[config.mk]
export PLATFORM = sky130hd
export DESIGN_NAME = json_member_value_extractor_top
export DESIGN_NICKNAME = d
export VERILOG_FILES = /design/src/design/jmve_pkg.sv /design/src/design/jmve_cfg_regs.sv /design/src/design/jmve_scanner.sv /design/src/design/json_member_value_extractor_top.sv
export VERILOG_INCLUDE_DIRS = /design/src /design/src/design
export SDC_FILE = /design/constraint.sdc
export NUM_CORES = 1
export LEC_CHECK = 0
export BUFFER_PORTS_ARGS = -buffer_cell sky130_fd_sc_hd__buf_2
export CAP_MARGIN = 20
export CORE_UTILIZATION = 25
export CTS_BUF_LIST = sky130_fd_sc_hd__clkbuf_8
export DETAILED_ROUTE_END_ITERATION = 8
export PLACE_DENSITY = 0.4
export REMOVE_ABC_BUFFERS = 1
export SETUP_SLACK_MARGIN = 0.02
export SYNTH_ARGS = -nofsm -noshare
export SYNTH_HDL_FRONTEND = slang
export SYNTH_SLANG_ARGS = --single-unit
[constraint.sdc]
create_clock -name clk -period 14.9 [get_ports clk]
set_clock_uncertainty 0.05 [all_clocks]
set_input_delay 3.725 -clock clk [delete_from_list [all_inputs] [get_ports clk]]
set_output_delay 3.725 -clock clk [all_outputs]
set_load 0.1 [all_outputs]
[src/design/json_member_value_extractor_top_defines.svh]
// Assertion macros used by the JSON member value extractor scanner.
`ifndef JSON_MEMBER_VALUE_EXTRACTOR_TOP_DEFINES_SVH
`define JSON_MEMBER_VALUE_EXTRACTOR_TOP_DEFINES_SVH

// Checks a condition in the same cycle as its trigger.
`define JMVE_ASSERT_NOW(lbl, ante, cons, msg) \
  lbl: assert property (@(posedge clk) disable iff (!rst_n) (ante) |-> (cons)) \
    else $error(msg);

// Checks a condition in the cycle after its trigger.
`define JMVE_ASSERT_NEXT(lbl, ante, cons, msg) \
  lbl: assert property (@(posedge clk) disable iff (!rst_n) (ante) |=> (cons)) \
    else $error(msg);

`endif

[src/design/jmve_pkg.sv]
// Types and constants shared by the JSON member value extractor.
`timescale 1ns / 1ps

package jmve_pkg;

  typedef struct packed {
    logic [63:0] key_bytes;
    logic [3:0]  key_length;
  } cfg_t;

  localparam logic [7:0] CH_LBRACE = 8'h7B;
  localparam logic [7:0] CH_RBRACE = 8'h7D;
  localparam logic [7:0] CH_RBRACK = 8'h5D;
  localparam logic [7:0] CH_COLON  = 8'h3A;
  localparam logic [7:0] CH_COMMA  = 8'h2C;
  localparam logic [7:0] CH_QUOTE  = 8'h22;
  localparam logic [7:0] CH_BSLASH = 8'h5C;
  localparam logic [7:0] CH_MINUS  = 8'h2D;
  localparam logic [7:0] CH_SP     = 8'h20;
  localparam logic [7:0] CH_HT     = 8'h09;
  localparam logic [7:0] CH_LF     = 8'h0A;
  localparam logic [7:0] CH_CR     = 8'h0D;
  localparam logic [7:0] CH_FF     = 8'h0C;
  localparam logic [7:0] CH_BS     = 8'h08;
  localparam logic [7:0] CH_ZERO   = 8'h30;
  localparam logic [7:0] CH_NINE   = 8'h39;
  localparam logic [7:0] CH_LC_B   = 8'h62;
  localparam logic [7:0] CH_LC_F   = 8'h66;
  localparam logic [7:0] CH_LC_N   = 8'h6E;
  localparam logic [7:0] CH_LC_R   = 8'h72;
  localparam logic [7:0] CH_LC_T   = 8'h74;

  localparam logic [2:0] ST_NOT_FOUND = 3'd0;
  localparam logic [2:0] ST_STRING    = 3'd1;
  localparam logic [2:0] ST_INTEGER   = 3'd2;
  localparam logic [2:0] ST_BAD       = 3'd3;
  localparam logic [2:0] ST_UNTERM    = 3'd4;

  localparam logic [63:0] MAG_LIMIT_DIV = 64'd922337203685477580;

  localparam logic REG_KEY_BYTES  = 1'b0;
  localparam logic REG_KEY_LENGTH = 1'b1;

endpackage

[src/design/jmve_cfg_regs.sv]
// Configuration register file with an APB-style write and read port.
`timescale 1ns / 1ps

module jmve_cfg_regs
  import jmve_pkg::*;
(
  input  logic        clk,
  input  logic        rst_n,
  input  logic        psel,
  input  logic        penable,
  input  logic        pwrite,
  input  logic [3:0]  paddr,
  input  logic [63:0] pwdata,
  output logic [63:0] prdata,
  output logic        pready,
  output cfg_t        cfg
);

  logic [63:0] key_bytes_r;
  logic [3:0]  key_length_r;
  logic        wr_en;

  assign pready = 1'b1;
  assign wr_en  = psel && penable && pwrite && pready;

  always_ff @(posedge clk) begin
    if (!rst_n) begin
      key_bytes_r  <= '0;
      key_length_r <= '0;
    end else if (wr_en) begin
      if (paddr[3] == REG_KEY_LENGTH) begin
        key_length_r <= pwdata[3:0];
      end else begin
        key_bytes_r <= pwdata;
      end
    end
  end

  always_comb begin
    if (paddr[3] == REG_KEY_LENGTH) begin
      prdata = {60'd0, key_length_r};
    end else begin
      prdata = key_bytes_r;
    end
  end

  assign cfg.key_bytes  = key_bytes_r;
  assign cfg.key_length = key_length_r;

endmodule

[src/design/jmve_scanner.sv]
// Member scanner state machine with its result register.
`timescale 1ns / 1ps

module jmve_scanner
  import jmve_pkg::*;
#(
  parameter int MAX_KEY_BYTES = 8
) (
  input  logic        clk,
  input  logic        rst_n,
  input  cfg_t        cfg,
  input  logic        in_valid,
  input  logic [7:0]  in_byte,
  input  logic        in_last,
  output logic        in_ready,
  input  logic        out_ready,
  output logic        out_valid,
  output logic [7:0]  out_byte,
  output logic        out_vvalid,
  output logic        out_last,
  output logic [2:0]  out_status,
  output logic [63:0] out_int
);

`include "json_member_value_extractor_top_defines.svh"

  typedef enum logic [3:0] {
    PH_OPEN, PH_KEY_WS, PH_KEY, PH_COLON, PH_VAL_WS, PH_STR_VAL, PH_INT_DIG,
    PH_SKIP_WS, PH_SKIP_STR, PH_SKIP_SCALAR, PH_AFTER, PH_DONE
  } phase_t;

  phase_t      phase_r, phase_nxt;
  logic [3:0]  key_idx_r, key_idx_nxt;
  logic        key_mis_r, key_mis_nxt;
  logic        esc_r, esc_nxt;
  logic        neg_r, neg_nxt;
  logic [63:0] mag_r, mag_nxt;
  logic [63:0] acc_r, acc_nxt;
  logic        ovf_r, ovf_nxt;
  logic        dig_r, dig_nxt;
  logic [2:0]  fstat_r, fstat_nxt;

  logic        out_valid_r;
  logic [7:0]  out_byte_r, out_byte_nxt;
  logic        out_vvalid_r, out_vvalid_nxt;
  logic        out_last_r;
  logic [2:0]  out_status_r, out_status_nxt;
  logic [63:0] out_int_r, out_int_nxt;

  logic        adv;
  logic        is_ws, is_dig, is_end, key_hit, fin;
  logic [63:0] d64, mag10, acc10;

  assign adv      = in_valid && (!out_valid_r || out_ready);
  assign in_ready = !out_valid_r || out_ready;

  assign is_ws  = (in_byte == CH_SP) || (in_byte == CH_HT) ||
                  (in_byte == CH_LF) || (in_byte == CH_CR);
  assign is_dig = (in_byte >= CH_ZERO) && (in_byte <= CH_NINE);
  assign is_end = (in_byte == CH_COMMA) || (in_byte == CH_RBRACE) ||
                  (in_byte == CH_RBRACK);
  assign key_hit = (key_idx_r < cfg.key_length) && (key_idx_r < 4'(MAX_KEY_BYTES)) &&
                   (cfg.key_bytes[{key_idx_r[2:0], 3'b000} +: 8] == in_byte);

  assign d64   = {60'd0, in_byte[3:0]};
  assign mag10 = (mag_r << 3) + (mag_r << 1) + d64;
  assign acc10 = (acc_r << 3) + (acc_r << 1) + (neg_r ? (64'd0 - d64) : d64);

  always_comb begin
    phase_nxt      = phase_r;
    key_idx_nxt    = key_idx_r;
    key_mis_nxt    = key_mis_r;
    esc_nxt        = esc_r;
    neg_nxt        = neg_r;
    mag_nxt        = mag_r;
    acc_nxt        = acc_r;
    ovf_nxt        = ovf_r;
    dig_nxt        = dig_r;
    fstat_nxt      = fstat_r;
    out_byte_nxt   = 8'd0;
    out_vvalid_nxt = 1'b0;
    fin            = 1'b0;
    out_status_nxt = ST_NOT_FOUND;
    out_int_nxt    = 64'd0;

    case (phase_r)
      PH_OPEN: begin
        if (!is_ws) begin
          if (in_byte == CH_LBRACE) begin
            phase_nxt = PH_KEY_WS;
          end else begin
            fstat_nxt = ST_NOT_FOUND;
            phase_nxt = PH_DONE;
          end
        end
      end
      PH_KEY_WS: begin
        if (!is_ws) begin
          if (in_byte == CH_QUOTE) begin
            key_idx_nxt = 4'd0;
            key_mis_nxt = 1'b0;
            esc_nxt     = 1'b0;
            phase_nxt   = PH_KEY;
          end else begin
            fstat_nxt = ST_NOT_FOUND;
            phase_nxt = PH_DONE;
          end
        end
      end
      PH_KEY: begin
        if (!esc_r && in_byte == CH_QUOTE) begin
          if (key_idx_r != cfg.key_length) begin
            key_mis_nxt = 1'b1;
          end
          phase_nxt = PH_COLON;
        end else begin
          esc_nxt = !esc_r && (in_byte == CH_BSLASH);
          if (!key_mis_r) begin
            if (key_hit) begin
              key_idx_nxt = key_idx_r + 4'd1;
            end else begin
              key_mis_nxt = 1'b1;
            end
          end
        end
      end
      PH_COLON: begin
        if (!is_ws) begin
          if (in_byte == CH_COLON) begin
            phase_nxt = key_mis_r ? PH_SKIP_WS : PH_VAL_WS;
          end else begin
            fstat_nxt = ST_NOT_FOUND;
            phase_nxt = PH_DONE;
          end
        end
      end
      PH_VAL_WS: begin
        if (!is_ws) begin
          if (in_byte == CH_QUOTE) begin
            esc_nxt   = 1'b0;
            phase_nxt = PH_STR_VAL;
          end else if (in_byte == CH_MINUS) begin
            neg_nxt   = 1'b1;
            phase_nxt = PH_INT_DIG;
          end else if (is_dig) begin
            dig_nxt   = 1'b1;
            mag_nxt   = d64;
            acc_nxt   = d64;
            phase_nxt = PH_INT_DIG;
          end else begin
            fstat_nxt = ST_BAD;
            phase_nxt = PH_DONE;
          end
        end
      end
      PH_STR_VAL: begin
        if (esc_r) begin
          esc_nxt        = 1'b0;
          out_vvalid_nxt = 1'b1;
          case (in_byte)
            CH_LC_B: out_byte_nxt = CH_BS;
            CH_LC_F: out_byte_nxt = CH_FF;
            CH_LC_N: out_byte_nxt = CH_LF;
            CH_LC_R: out_byte_nxt = CH_CR;
            CH_LC_T: out_byte_nxt = CH_HT;
            default: out_byte_nxt = in_byte;
          endcase
        end else if (in_byte == CH_QUOTE) begin
          fstat_nxt = ST_STRING;
          phase_nxt = PH_DONE;
        end else if (in_byte == CH_BSLASH) begin
          esc_nxt = 1'b1;
        end else begin
          out_byte_nxt   = in_byte;
          out_vvalid_nxt = 1'b1;
        end
      end
      PH_INT_DIG: begin
        if (is_dig) begin
          dig_nxt = 1'b1;
          if (!ovf_r) begin
            if ((mag_r > MAG_LIMIT_DIV) ||
                ((mag_r == MAG_LIMIT_DIV) && (in_byte[3:0] > 4'd8))) begin
              ovf_nxt = 1'b1;
            end else begin
              mag_nxt = mag10;
              acc_nxt = acc10;
            end
          end
        end else begin
          fin = 1'b1;
        end
      end
      PH_SKIP_WS: begin
        if (!is_ws) begin
          if (in_byte == CH_QUOTE) begin
            esc_nxt   = 1'b0;
            phase_nxt = PH_SKIP_STR;
          end else if (is_end) begin
            if (in_byte == CH_COMMA) begin
              phase_nxt = PH_KEY_WS;
            end else begin
              fstat_nxt = ST_NOT_FOUND;
              phase_nxt = PH_DONE;
            end
          end else begin
            phase_nxt = PH_SKIP_SCALAR;
          end
        end
      end
      PH_SKIP_STR: begin
        if (esc_r) begin
          esc_nxt = 1'b0;
        end else if (in_byte == CH_QUOTE) begin
          phase_nxt = PH_AFTER;
        end else if (in_byte == CH_BSLASH) begin
          esc_nxt = 1'b1;
        end
      end
      PH_SKIP_SCALAR: begin
        if (is_ws) begin
          phase_nxt = PH_AFTER;
        end else if (is_end) begin
          if (in_byte == CH_COMMA) begin
            phase_nxt = PH_KEY_WS;
          end else begin
            fstat_nxt = ST_NOT_FOUND;
            phase_nxt = PH_DONE;
          end
        end
      end
      PH_AFTER: begin
        if (!is_ws) begin
          if (in_byte == CH_COMMA) begin
            phase_nxt = PH_KEY_WS;
          end else begin
            fstat_nxt = ST_NOT_FOUND;
            phase_nxt = PH_DONE;
          end
        end
      end
      default: begin
      end
    endcase

    // An integer ends at its first non-digit or at the end of the text.
    if (fin || (in_last && phase_nxt == PH_INT_DIG)) begin
      if (!dig_nxt || ovf_nxt || (!neg_nxt && mag_nxt[63])) begin
        fstat_nxt = ST_BAD;
      end else begin
        fstat_nxt = ST_INTEGER;
      end
      phase_nxt = PH_DONE;
    end

    if (in_last) begin
      case (phase_nxt)
        PH_DONE:    out_status_nxt = fstat_nxt;
        PH_STR_VAL: out_status_nxt = ST_UNTERM;
        PH_VAL_WS:  out_status_nxt = ST_BAD;
        default:    out_status_nxt = ST_NOT_FOUND;
      endcase
      if (out_status_nxt == ST_INTEGER) begin
        out_int_nxt = acc_nxt;
      end
      phase_nxt   = PH_OPEN;
      key_idx_nxt = 4'd0;
      key_mis_nxt = 1'b0;
      esc_nxt     = 1'b0;
      neg_nxt     = 1'b0;
      mag_nxt     = 64'd0;
      acc_nxt     = 64'd0;
      ovf_nxt     = 1'b0;
      dig_nxt     = 1'b0;
      fstat_nxt   = ST_NOT_FOUND;
    end
  end

  always_ff @(posedge clk) begin
    if (!rst_n) begin
      phase_r     <= PH_OPEN;
      key_idx_r   <= '0;
      key_mis_r   <= 1'b0;
      esc_r       <= 1'b0;
      neg_r       <= 1'b0;
      mag_r       <= '0;
      acc_r       <= '0;
      ovf_r       <= 1'b0;
      dig_r       <= 1'b0;
      fstat_r     <= ST_NOT_FOUND;
      out_valid_r <= 1'b0;
    end else begin
      if (adv) begin
        phase_r      <= phase_nxt;
        key_idx_r    <= key_idx_nxt;
        key_mis_r    <= key_mis_nxt;
        esc_r        <= esc_nxt;
        neg_r        <= neg_nxt;
        mag_r        <= mag_nxt;
        acc_r        <= acc_nxt;
        ovf_r        <= ovf_nxt;
        dig_r        <= dig_nxt;
        fstat_r      <= fstat_nxt;
        out_valid_r  <= 1'b1;
        out_byte_r   <= out_byte_nxt;
        out_vvalid_r <= out_vvalid_nxt;
        out_last_r   <= in_last;
        out_status_r <= out_status_nxt;
        out_int_r    <= out_int_nxt;
      end else if (out_ready) begin
        out_valid_r <= 1'b0;
      end
    end
  end

  assign out_valid  = out_valid_r;
  assign out_byte   = out_byte_r;
  assign out_vvalid = out_vvalid_r;
  assign out_last   = out_last_r;
  assign out_status = out_status_r;
  assign out_int    = out_int_r;

  `JMVE_ASSERT_NOW(a_status_only_at_end, out_valid_r && !out_last_r,
    out_status_r == ST_NOT_FOUND, "status reported before the last word")
  `JMVE_ASSERT_NOW(a_int_only_for_integer, out_valid_r && out_status_r != ST_INTEGER,
    out_int_r == 64'd0, "integer value without integer status")
  `JMVE_ASSERT_NOW(a_byte_at_end_unterm, out_valid_r && out_vvalid_r && out_last_r,
    out_status_r == ST_UNTERM, "value byte on the last word must mean unterminated")
  `JMVE_ASSERT_NEXT(a_clear_after_last, adv && in_last,
    phase_r == PH_OPEN && !neg_r && !ovf_r && !dig_r, "scan state not cleared")

endmodule

[src/design/json_member_value_extractor_top.sv]
// Top level of the JSON member value extractor.
//
//  Port group  Direction  Carries
//  in_*        slave      one text byte per word, tlast on the final byte
//  out_*       master     one result word per text byte, tlast on the final one
//  cfg_*       APB        key_bytes at 0x0, key_length at 0x8
//
// One byte is taken per cycle unless the output stalls; the scanner state machine updates once per accepted byte.
// An accepted byte passes through the input register and then the result register to the output.
// Reset is synchronous on rst_n and clears the scan state and both stages.
// A stalled output holds its word; the input register still fills while it is empty.
`timescale 1ns / 1ps

module json_member_value_extractor_top
  import jmve_pkg::*;
#(
  parameter int MAX_KEY_BYTES = 8
) (
  input  logic        clk,
  input  logic        rst_n,
  input  logic        in_tvalid,
  output logic        in_tready,
  input  logic [7:0]  in_tdata,   // text_byte
  input  logic        in_tlast,   // last
  output logic        out_tvalid,
  input  logic        out_tready,
  output logic [79:0] out_tdata,  // value_byte, status, integer_value, zero pad
  output logic        out_tuser,  // value_valid
  output logic        out_tlast,  // done_res
  input  logic        cfg_psel,
  input  logic        cfg_penable,
  input  logic        cfg_pwrite,
  input  logic [3:0]  cfg_paddr,
  input  logic [63:0] cfg_pwdata,
  output logic [63:0] cfg_prdata,
  output logic        cfg_pready
);

  cfg_t        cfg;
  logic        s_valid_r;
  logic [7:0]  s_byte_r;
  logic        s_last_r;
  logic        s_ready;
  logic [7:0]  r_byte;
  logic [2:0]  r_status;
  logic [63:0] r_int;

  jmve_cfg_regs u_cfg (
    .clk     (clk),
    .rst_n   (rst_n),
    .psel    (cfg_psel),
    .penable (cfg_penable),
    .pwrite  (cfg_pwrite),
    .paddr   (cfg_paddr),
    .pwdata  (cfg_pwdata),
    .prdata  (cfg_prdata),
    .pready  (cfg_pready),
    .cfg     (cfg)
  );

  assign in_tready = !s_valid_r || s_ready;

  always_ff @(posedge clk) begin
    if (!rst_n) begin
      s_valid_r <= 1'b0;
    end else begin
      if (in_tready) begin
        s_valid_r <= in_tvalid;
      end
      if (in_tvalid && in_tready) begin
        s_byte_r <= in_tdata;
        s_last_r <= in_tlast;
      end
    end
  end

  jmve_scanner #(
    .MAX_KEY_BYTES (MAX_KEY_BYTES)
  ) u_scan (
    .clk        (clk),
    .rst_n      (rst_n),
    .cfg        (cfg),
    .in_valid   (s_valid_r),
    .in_byte    (s_byte_r),
    .in_last    (s_last_r),
    .in_ready   (s_ready),
    .out_ready  (out_tready),
    .out_valid  (out_tvalid),
    .out_byte   (r_byte),
    .out_vvalid (out_tuser),
    .out_last   (out_tlast),
    .out_status (r_status),
    .out_int    (r_int)
  );

  assign out_tdata = {5'd0, r_int, r_status, r_byte};

endmodule
# After elaboration in Yosys (flattened, before gate mapping)
# Index checks and enable logic that the tools add are counted.
totals:
  register_bits: 300
  inputBits: 84
  elab_cells: 248
classes:
  add_sub_neg: 6
  order_cmp: 6
  eq_ne: 50
  shifts: 1
  mux: 118
  bitwise: 1
  reduce_logical: 44
op_table:
  columns: ["op", "n"]
  rows:
  - ["64-bit 2-to-1 mux", 18]
  - ["64-bit case mux with 2 select lines", 2]
  - ["64-bit adder", 3]
  - ["4-bit 2-to-1 mux", 30]
  - ["8-bit by 7-bit == test with 1-bit output (second input constant)", 9]
  - ["64-bit by 4-bit adder with 64-bit output", 1]
  - ["64-bit by 60-bit == test with 1-bit output (second input constant)", 1]
  - ["64-bit by 60-bit > comparator with 1-bit output (second input constant)", 1]
  - ["64-bit by 7-bit variable part select with 8-bit output", 1]
  - ["3-bit 2-to-1 mux", 21]
  - ["8-bit by 6-bit == test with 1-bit output (second input constant)", 5]
  - ["4-bit case mux with 10 select lines", 1]
  - ["8-bit case mux with 5 select lines", 1]
  - ["1-bit 2-to-1 mux", 35]
  - ["4-bit by 3-bit == test with 1-bit output (second input constant)", 7]
  - ["3-bit inequality test (second input constant)", 9]
  - ["8-bit by 4-bit == test with 1-bit output (second input constant)", 3]
  - ["8-bit 2-to-1 mux", 3]
  - ["3-bit case mux with 8 select lines", 1]
  - ["4-bit == test (second input constant)", 4]
  - ["1-bit logical AND", 12]
  - ["3-bit by 2-bit inequality test with 1-bit output (second input constant)", 4]
  - ["1-bit logical OR", 11]
  - ["2-bit AND reduction", 5]
  - ["30 further kinds", 38]

# Longest topological paths before layout
# Gate-level depths: netlist of the first run.
logic_depth:
  ltp_word: 16
  depth_mapped: 20
  depth_no_buf: 19

# By module
# Synthesis of the first run repeated with hierarchy kept, for this count alone.
hier_totals:
  cells_unflattened: 2800
  area_unflattened_um2: 24028.0
modules_own_cells:
  columns: ["mod", "instances", "cells_each", "area_per_inst_um2", "seq_area_each_um2"]
  rows:
  - ["jmve_scanner", 1, 2415, 20439.6, 5215.0]
  - ["jmve_cfg_regs", 1, 365, 3225.6, 1361.3]
  - ["json_member_value_extractor_top", 1, 20, 362.8, 290.3]

# Worst setup path before layout of the first run
# Ideal clock, no wire load.
synth_path:
  path_kind: "input to output"
  start: "input port cfg_paddr[3]"
  end: "output port cfg_prdata[10]"
  t_arrival_ps: 5481
  t_required_ps: 11125
  setup_slack_ps: 5644
  path_stages: 3
  path_buffers: 2
  path_cell_list: "buf_1 -> clkbuf_1 -> nor2b_1"
synth_between:
  elab_chain_len: 1
synth_rtl:
  columns: ["element", "line_no", "rtl"]
  rows:
  - ["from (decl)", "json_member_value_extractor_top.sv:33", "input logic [3:0] cfg_paddr,"]
  - ["64-bit 2-to-1 mux", "jmve_cfg_regs.sv:40", "if (paddr[3] == REG_KEY_LENGTH) begin"]
  - ["to (decl)", "json_member_value_extractor_top.sv:35", "output logic [63:0] cfg_prdata,"]
# No other way between the ends.

# Worst setup path in the final report of the first run
layout_path:
  start: "input port cfg_paddr[3]"
  end: "output port cfg_prdata[2]"
# The elaborated chain is that of the path after synthesis.

==> results of run 1 <==
[per-layer routing]
| layer | wire (µm) | global-route usage | share of wire |
|---|---|---|---|
| met1 | 35700 | 0.210 | 0.47 |
| met2 | 35000 | 0.261 | 0.46 |
| met3 | 3570 | 0.0293 | 0.047 |
| met4 | 1310 | 0.0340 | 0.017 |
| met5 | 52 | 0 | 0.00069 |
[state kept, by name, summed over array words and instances (netlist names)]
signal and flops:
s_valid_r 1, u_cfg.key_bytes_r 64, u_scan.dig_r 1, u_scan.key_mis_r 1, u_cfg.key_length_r 4, s_byte_r 8
u_scan.ovf_r 1, u_scan.fstat_r 3, u_scan.out_byte 8, u_scan.out_int 64, u_scan.neg_r 1, u_scan.out_vvalid 1
u_scan.key_idx_r 4, u_scan.out_last 1, u_scan.phase_r 4, u_scan.mag_r 64, u_scan.out_status 3, u_scan.acc_r 64
u_scan.out_valid 1, u_scan.esc_r 1, s_last_r 1
[critical path, cell delays in order]
cell	delay, ns
buf_2	0.43
buf_12	0.28
mux2_2	0.36
buf_2	0.30
[power breakdown]
part	internal, mW	total (mW)	switching [mW]
logic	0.0379	0.177	0.139
registers	0.851	0.863	0.0114
clock network	0.470	0.875	0.405
total	1.36	1.91	0.556
[worst max-delay path by stage]
stage                                 to  depth (start not counted)
after floorplan           cfg_prdata[10]                          1
after global placement     cfg_prdata[0]                          3
after detailed placement   cfg_prdata[2]                          3
after CTS                  cfg_prdata[2]                          3
after global routing       cfg_prdata[2]                          4
final                      cfg_prdata[2]                          4
[cells by family after synthesis]
logic type,after synthesis
and+or+nand+nor,924
muxes,33
DFF,300
buffers and inverters,216
other,2
xor gates and xnor gates,126
AOI/OAI and AO/OA,815
adders and majority gates,257
[synth_stat cells (all sizes together) (11+ instances only)]
master	number	share of area
nand2	298	0.048
dfxtp	214	0.18
ha	194	0.10
nor2b	192	0.053
a21oi	183	0.041
nor2	149	0.024
o21ai	141	0.030
clkbuf	135	0.022
a22oi	97	0.031
xnor2	89	0.033
edfxtp	86	0.11
a21boi	73	0.024
a21o	64	0.021
fa	63	0.054
nand3	62	0.013
inv	48	0.0077
nand4	48	0.013
xor2	37	0.014
a22o	36	0.014
buf	33	0.0090
and3	31	0.0083
nor3	31	0.0076
o21a	26	0.0084
a211oi	24	0.0079
o21bai	24	0.0077
and2	22	0.0059
a31oi	21	0.0056
nand2b	21	0.0056
nor4	20	0.0054
mux4	16	0.015
o31ai	15	0.0048
o211ai	14	0.0045
or3	14	0.0038
mux2i	13	0.0056
a32oi	11	0.0041
[area by class of cell]
cell class | count | area, µm² | area share
timing repair buffer | 245 | 1300 | 0.0485
sequential | 300 | 6870 | 0.257
tap | 1243 | 1560 | 0.0582
antenna | 1 | 2.50 | 0.0000936
clock inverter | 40 | 249 | 0.00931
multi-input combinational | 2161 | 15600 | 0.584
inverter | 48 | 180 | 0.00674
clock buffer | 71 | 977 | 0.0365
[through the flow]
| step | instance area [µm²] | power [mW] | utilization |
|---|---|---|---|
| finish | 26700 | 1.91 | 0.291 |
| global route | 26700 | 2.01 | 0.291 |
| CTS | 26700 | 1.96 | 0.291 |
| detailed placement | 25500 | 1.06 | 0.277 |
| global placement | 25500 | 1.06 | 0.277 |
| floorplan | 22600 | 1.00 | - |
==> impl_metrics.yaml, run 1 <==
yosys:
  synth-simple-area-share: 0.201
  syn_area_per_cell_um2: 8.72
  synth_edf_count: 86
  synth_xor_area_frac: 0.0473
  ys_ff_latch: 300
  ys_types: 90
  synthMuxAreaShare: 0.0230
  ys.flop_type: "dfxtp_1"
  yosysWarnings: 0
  syn_inst: 2673
  yosysSeqAreaShare: 0.295
  synth_area_um2: 23300
  async_reset_ff_frac: 0
  synth_adder_area_share: 0.158
  synth_top_family_by_area: "compound AO/OA/AOI/OAI gates"
  synth_compound_area_frac: 0.237
final_layout:
  layout_commonest_cell: "nand2_1"
  final_cell_mix: "nand2_1, buf_2, dfxtp_1"
  nNetsFinal: 3158
  area_growth_pct: 14.7
  drive_above_1_share: 0.146
  fin_cells: 4109
  nFillCells: 9959
clock_tree:
  hold_buffers: 0
  cts_tree: "yes"
  cts_setup_buffers: 0
  cts_made_buffers: 61
  path_clk_slew_ns: 0.06
  cts_resized: 0
  htreeDepth: 2
  worstSkewPairLatency_ns: 0.69
  clockBufferDepth: 3
  clock_sinks: 300
  cts_root_buffer: "clkbuf_8"
floorplanning:
  initial_utilization: 0.254
  dieArea_um2: 94500
  coreArea_um2: 91900
  dieWidth_um: 307
  die_y_um: 307
  num_rows: 111
  io_pins: 233
worst_setup_path:
  startpoint: "cfg_paddr[3]"
  worst_setup_path_start_kind: "primary input"
  rr_worst_depth: 18
  worst-r2r-setup-slack_ns: 8.07
  worst_setup_path_end_kind: "output pin"
  r2r-start: "s_byte_r[1]"
  crit_path_max_fanout: 40
  r2r_end: "u_scan.out_int[56]"
  worstPathArrival_ns: 5.12
  critPathKind: "primary input to output pin"
  worstPathRequired_ns: 11.12
timing:
  setup_tns_ns: 0
  relSlewSlack: 0.153
  fin_crit_sh: 0.597
  finalSetupViolCount: 0
  period_minus_slack_ns: 8.89
  layout_setup_ws_ns: 6.01
  fmax_mhz: 112
  hold_viol_final: 0
  worst_slew_pin_slew_ns: 1.24
  rsz0062_at_grt: "false"
  slew_violations: 0
  whs_ns: 0.426
detailed_routing:
  drt_wl_total_um: 75600
  vias: 20700
  drtIter0Drc: 1255
  first_pass_iters: 5
  wl_per_cell_um: 18.4
  routed_via_density: 5.03
  ant_nets: 0
  route.detailed.drc: 0
placement:
  preCtsSetupSlack_ns: 5.67
  gp_congestion: 0.872
  port_buffers: 223
  dp.cells: 3996
  hpwl_um: 55300
grt:
  grt_max_degree: 69
  track_usage: 0.157
  grt_overflow: 0
  grt_antenna_before_repair: 6
  grt_pass1_wl_um: 120000
  grt_pass1_vias: 20900
pwr:
  leakagePower_nw: 10.8
  p_per_area_nw_per_um2: 71.6
  peakVddDrop_v: 0.0000575
hold_path:
  hp-class: "flip-flop to flip-flop"
  hold_end: "u_cfg.key_bytes_r[23]"
  min_from: "u_cfg.key_bytes_r[23]"
  min_path_cells: 2
run:
  max-cap-violations: 0
outcome:
  outcome: "finished, final reports clean"
Note: power is estimated with default switching activity, not from simulation.
==> run 2: changes to the inputs <==
clock period = 8.4 ns   (was 14.9 ns; I/O delays follow)
==> run 2 against run 1 <==
Against the previous run: die area unchanged; hold slack worse by 0.0040 ns; worst setup slack got worse by 4.1 ns; sequential share of layout area barely moved; sequential power grew 77%; core utilization about the same; largest cell class unchanged; final cell count is 0.27% higher; highest routed layer unchanged; final area about the same.
==> impl_metrics.yaml, run 2 (same netlist as run 1, synthesis figures left out) <==
worst_setup_path:
  crit_path_max_fanout: 26
  worstPathArrival_ns: 6.86
  critPathKind: "flip-flop to flip-flop"
  worst_setup_path_start_kind: "flip-flop"
  startpoint: "s_byte_r[1]"
  r2r-start: "s_byte_r[1]"
  worstPathRequired_ns: 8.77
  worst_setup_path_end_kind: "flip-flop"
timing:
  period_minus_slack_ns: 6.48
  layout_setup_ws_ns: 1.92
  worst_slew_pin_slew_ns: 0.957
  fmax_mhz: 154
  finalSetupViolCount: 0
  setup_tns_ns: 0
  relSlewSlack: 0.354
  whs_ns: 0.422
  fin_crit_sh: 0.772
  slew_violations: 0
  rsz0062_at_grt: "false"
  hold_viol_final: 0
pwr:
  combPwrFrac: 0.092
  seq_power_share: 0.448
  total_power_mw: 3.42
  leakagePower_nw: 10.8
  netSwitchingPower_mw: 1.03
  swShare: 0.303
  peakVddDrop_v: 0.0000849
  p_per_area_nw_per_um2: 128
  power.share.clock: 0.460
  intPower_mw: 2.38
clock_tree:
  clock_sinks: 300
  path_clk_slew_ns: 0.06
  clockBufferDepth: 3
  htreeDepth: 3
  hold_buffers: 0
  cts_setup_buffers: 0
  cts_resized: 0
  cts_made_buffers: 66
  worstSkewPairLatency_ns: 0.70
  cts_tree: "yes"
  cts_root_buffer: "clkbuf_8"
placement:
  placed_cell_area_um2: 25500
  gp_congestion: 0.900
  port_buffers: 223
  dp.cells: 3999
  preCtsSetupSlack_ns: 1.89
  hpwl_um: 55900
final_layout:
  nFillCells: 10000
  final_cell_mix: "nand2_1, buf_2, dfxtp_1"
  final_area_um2: 26800
  multiInputGateArea_um2: 15600
  drive_above_1_share: 0.144
  area_growth_pct: 14.8
  layout_commonest_cell: "nand2_1"
  area.sequential_um2: 6870
  finish.utilization: 0.291
  nNetsFinal: 3166
  fin_cells: 4120
detailed_routing:
  ant_nets: 0
  routed_via_density: 5.04
  drt_wl_total_um: 77000
  vias: 20800
  wl_per_cell_um: 18.7
  route.detailed.drc: 0
  first_pass_iters: 6
  drtIter0Drc: 1189
grt:
  use_met2: 0.267
  grt_pass1_vias: 21200
  grt_antenna_before_repair: 9
  track_usage: 0.161
  top_usage_layer: "met2"
  grt_pass1_wl_um: 122000
  gr-usage-met1: 0.212
  grt_util_met3: 0.0346
  grt_max_degree: 65
  grt_overflow: 0
hold_path:
  min_from: "u_cfg.key_bytes_r[38]"
  hp-class: "flip-flop to flip-flop"
floorplanning:
  dieArea_um2: 94500
  dieWidth_um: 307
  initial_utilization: 0.254
  die_y_um: 307
  num_rows: 111
  coreArea_um2: 91900
  io_pins: 233
run:
  max-cap-violations: 0
outcome:
  outcome: "finished, final reports clean"
[run 2: cell count changes in the layout (fill, tap and decap cells not counted), moves of 2 or more]
cell | before | now
buf_4 | 22 | 25
clkbuf_8 | 71 | 69
clkinv_2 | 10 | 5
inv_8 | 1 | 3
inv_1 | 64 | 76
[run 2: power groups by stage]
stage / combinational, mW / sequential, mW / clock (mW)
detailed placement: 0.318 / 1.56 / 0
global route: 0.334 / 1.53 / 1.70
floorplan: 0.116 / 1.66 / 0
CTS: 0.319 / 1.53 / 1.65
global placement: 0.318 / 1.56 / 0
finish: 0.316 / 1.53 / 1.57
[run 2: final cells by class]
| class | count | share of cell area |
|---|---|---|
| antenna | 2 | 0.000187 |
| clock buffer | 69 | 0.0355 |
| clock inverter | 49 | 0.0106 |
| inverter | 48 | 0.00673 |
| multi-input combinational | 2161 | 0.583 |
| sequential | 300 | 0.257 |
| tap | 1243 | 0.0581 |
| timing repair buffer | 248 | 0.0490 |
[run 2: worst max-delay path: stages, from the launching register on]
cell,delay [ns]
edfxtp_1,0.62
inv_1,0.15
ha_1,0.36
nand2_1,0.14
and2_4,0.55
buf_4,0.48
fa_1,0.48
ha_1,0.41
a21oi_1,0.22
o21ai_0,0.17
a311oi_1,0.41
a31oi_1,0.16
nor4_1,0.56
o21ai_0,0.36
a21oi_1,0.45
o221ai_1,0.26
xor2_1,0.19
nand2_1,0.13
a21oi_2,0.07
[run 2: final timing paths]
check	end	slack, ns	depth (start not counted)
hold / removal	u_cfg.key_bytes_r[38]	0.42	2
setup / recovery	u_scan.out_int[61]	1.92	18
hold reg to reg	u_cfg.key_bytes_r[38]	0.42	2
setup reg to reg	u_scan.out_int[61]	1.92	18
[run 2: layer usage]
metal | vias to the layer above | wire length, µm
met2 | 525 | 35200
li1 | 10100 | -
met5 | - | 48
met3 | 130 | 4190
met4 | 8 | 1820
met1 | 10000 | 35700
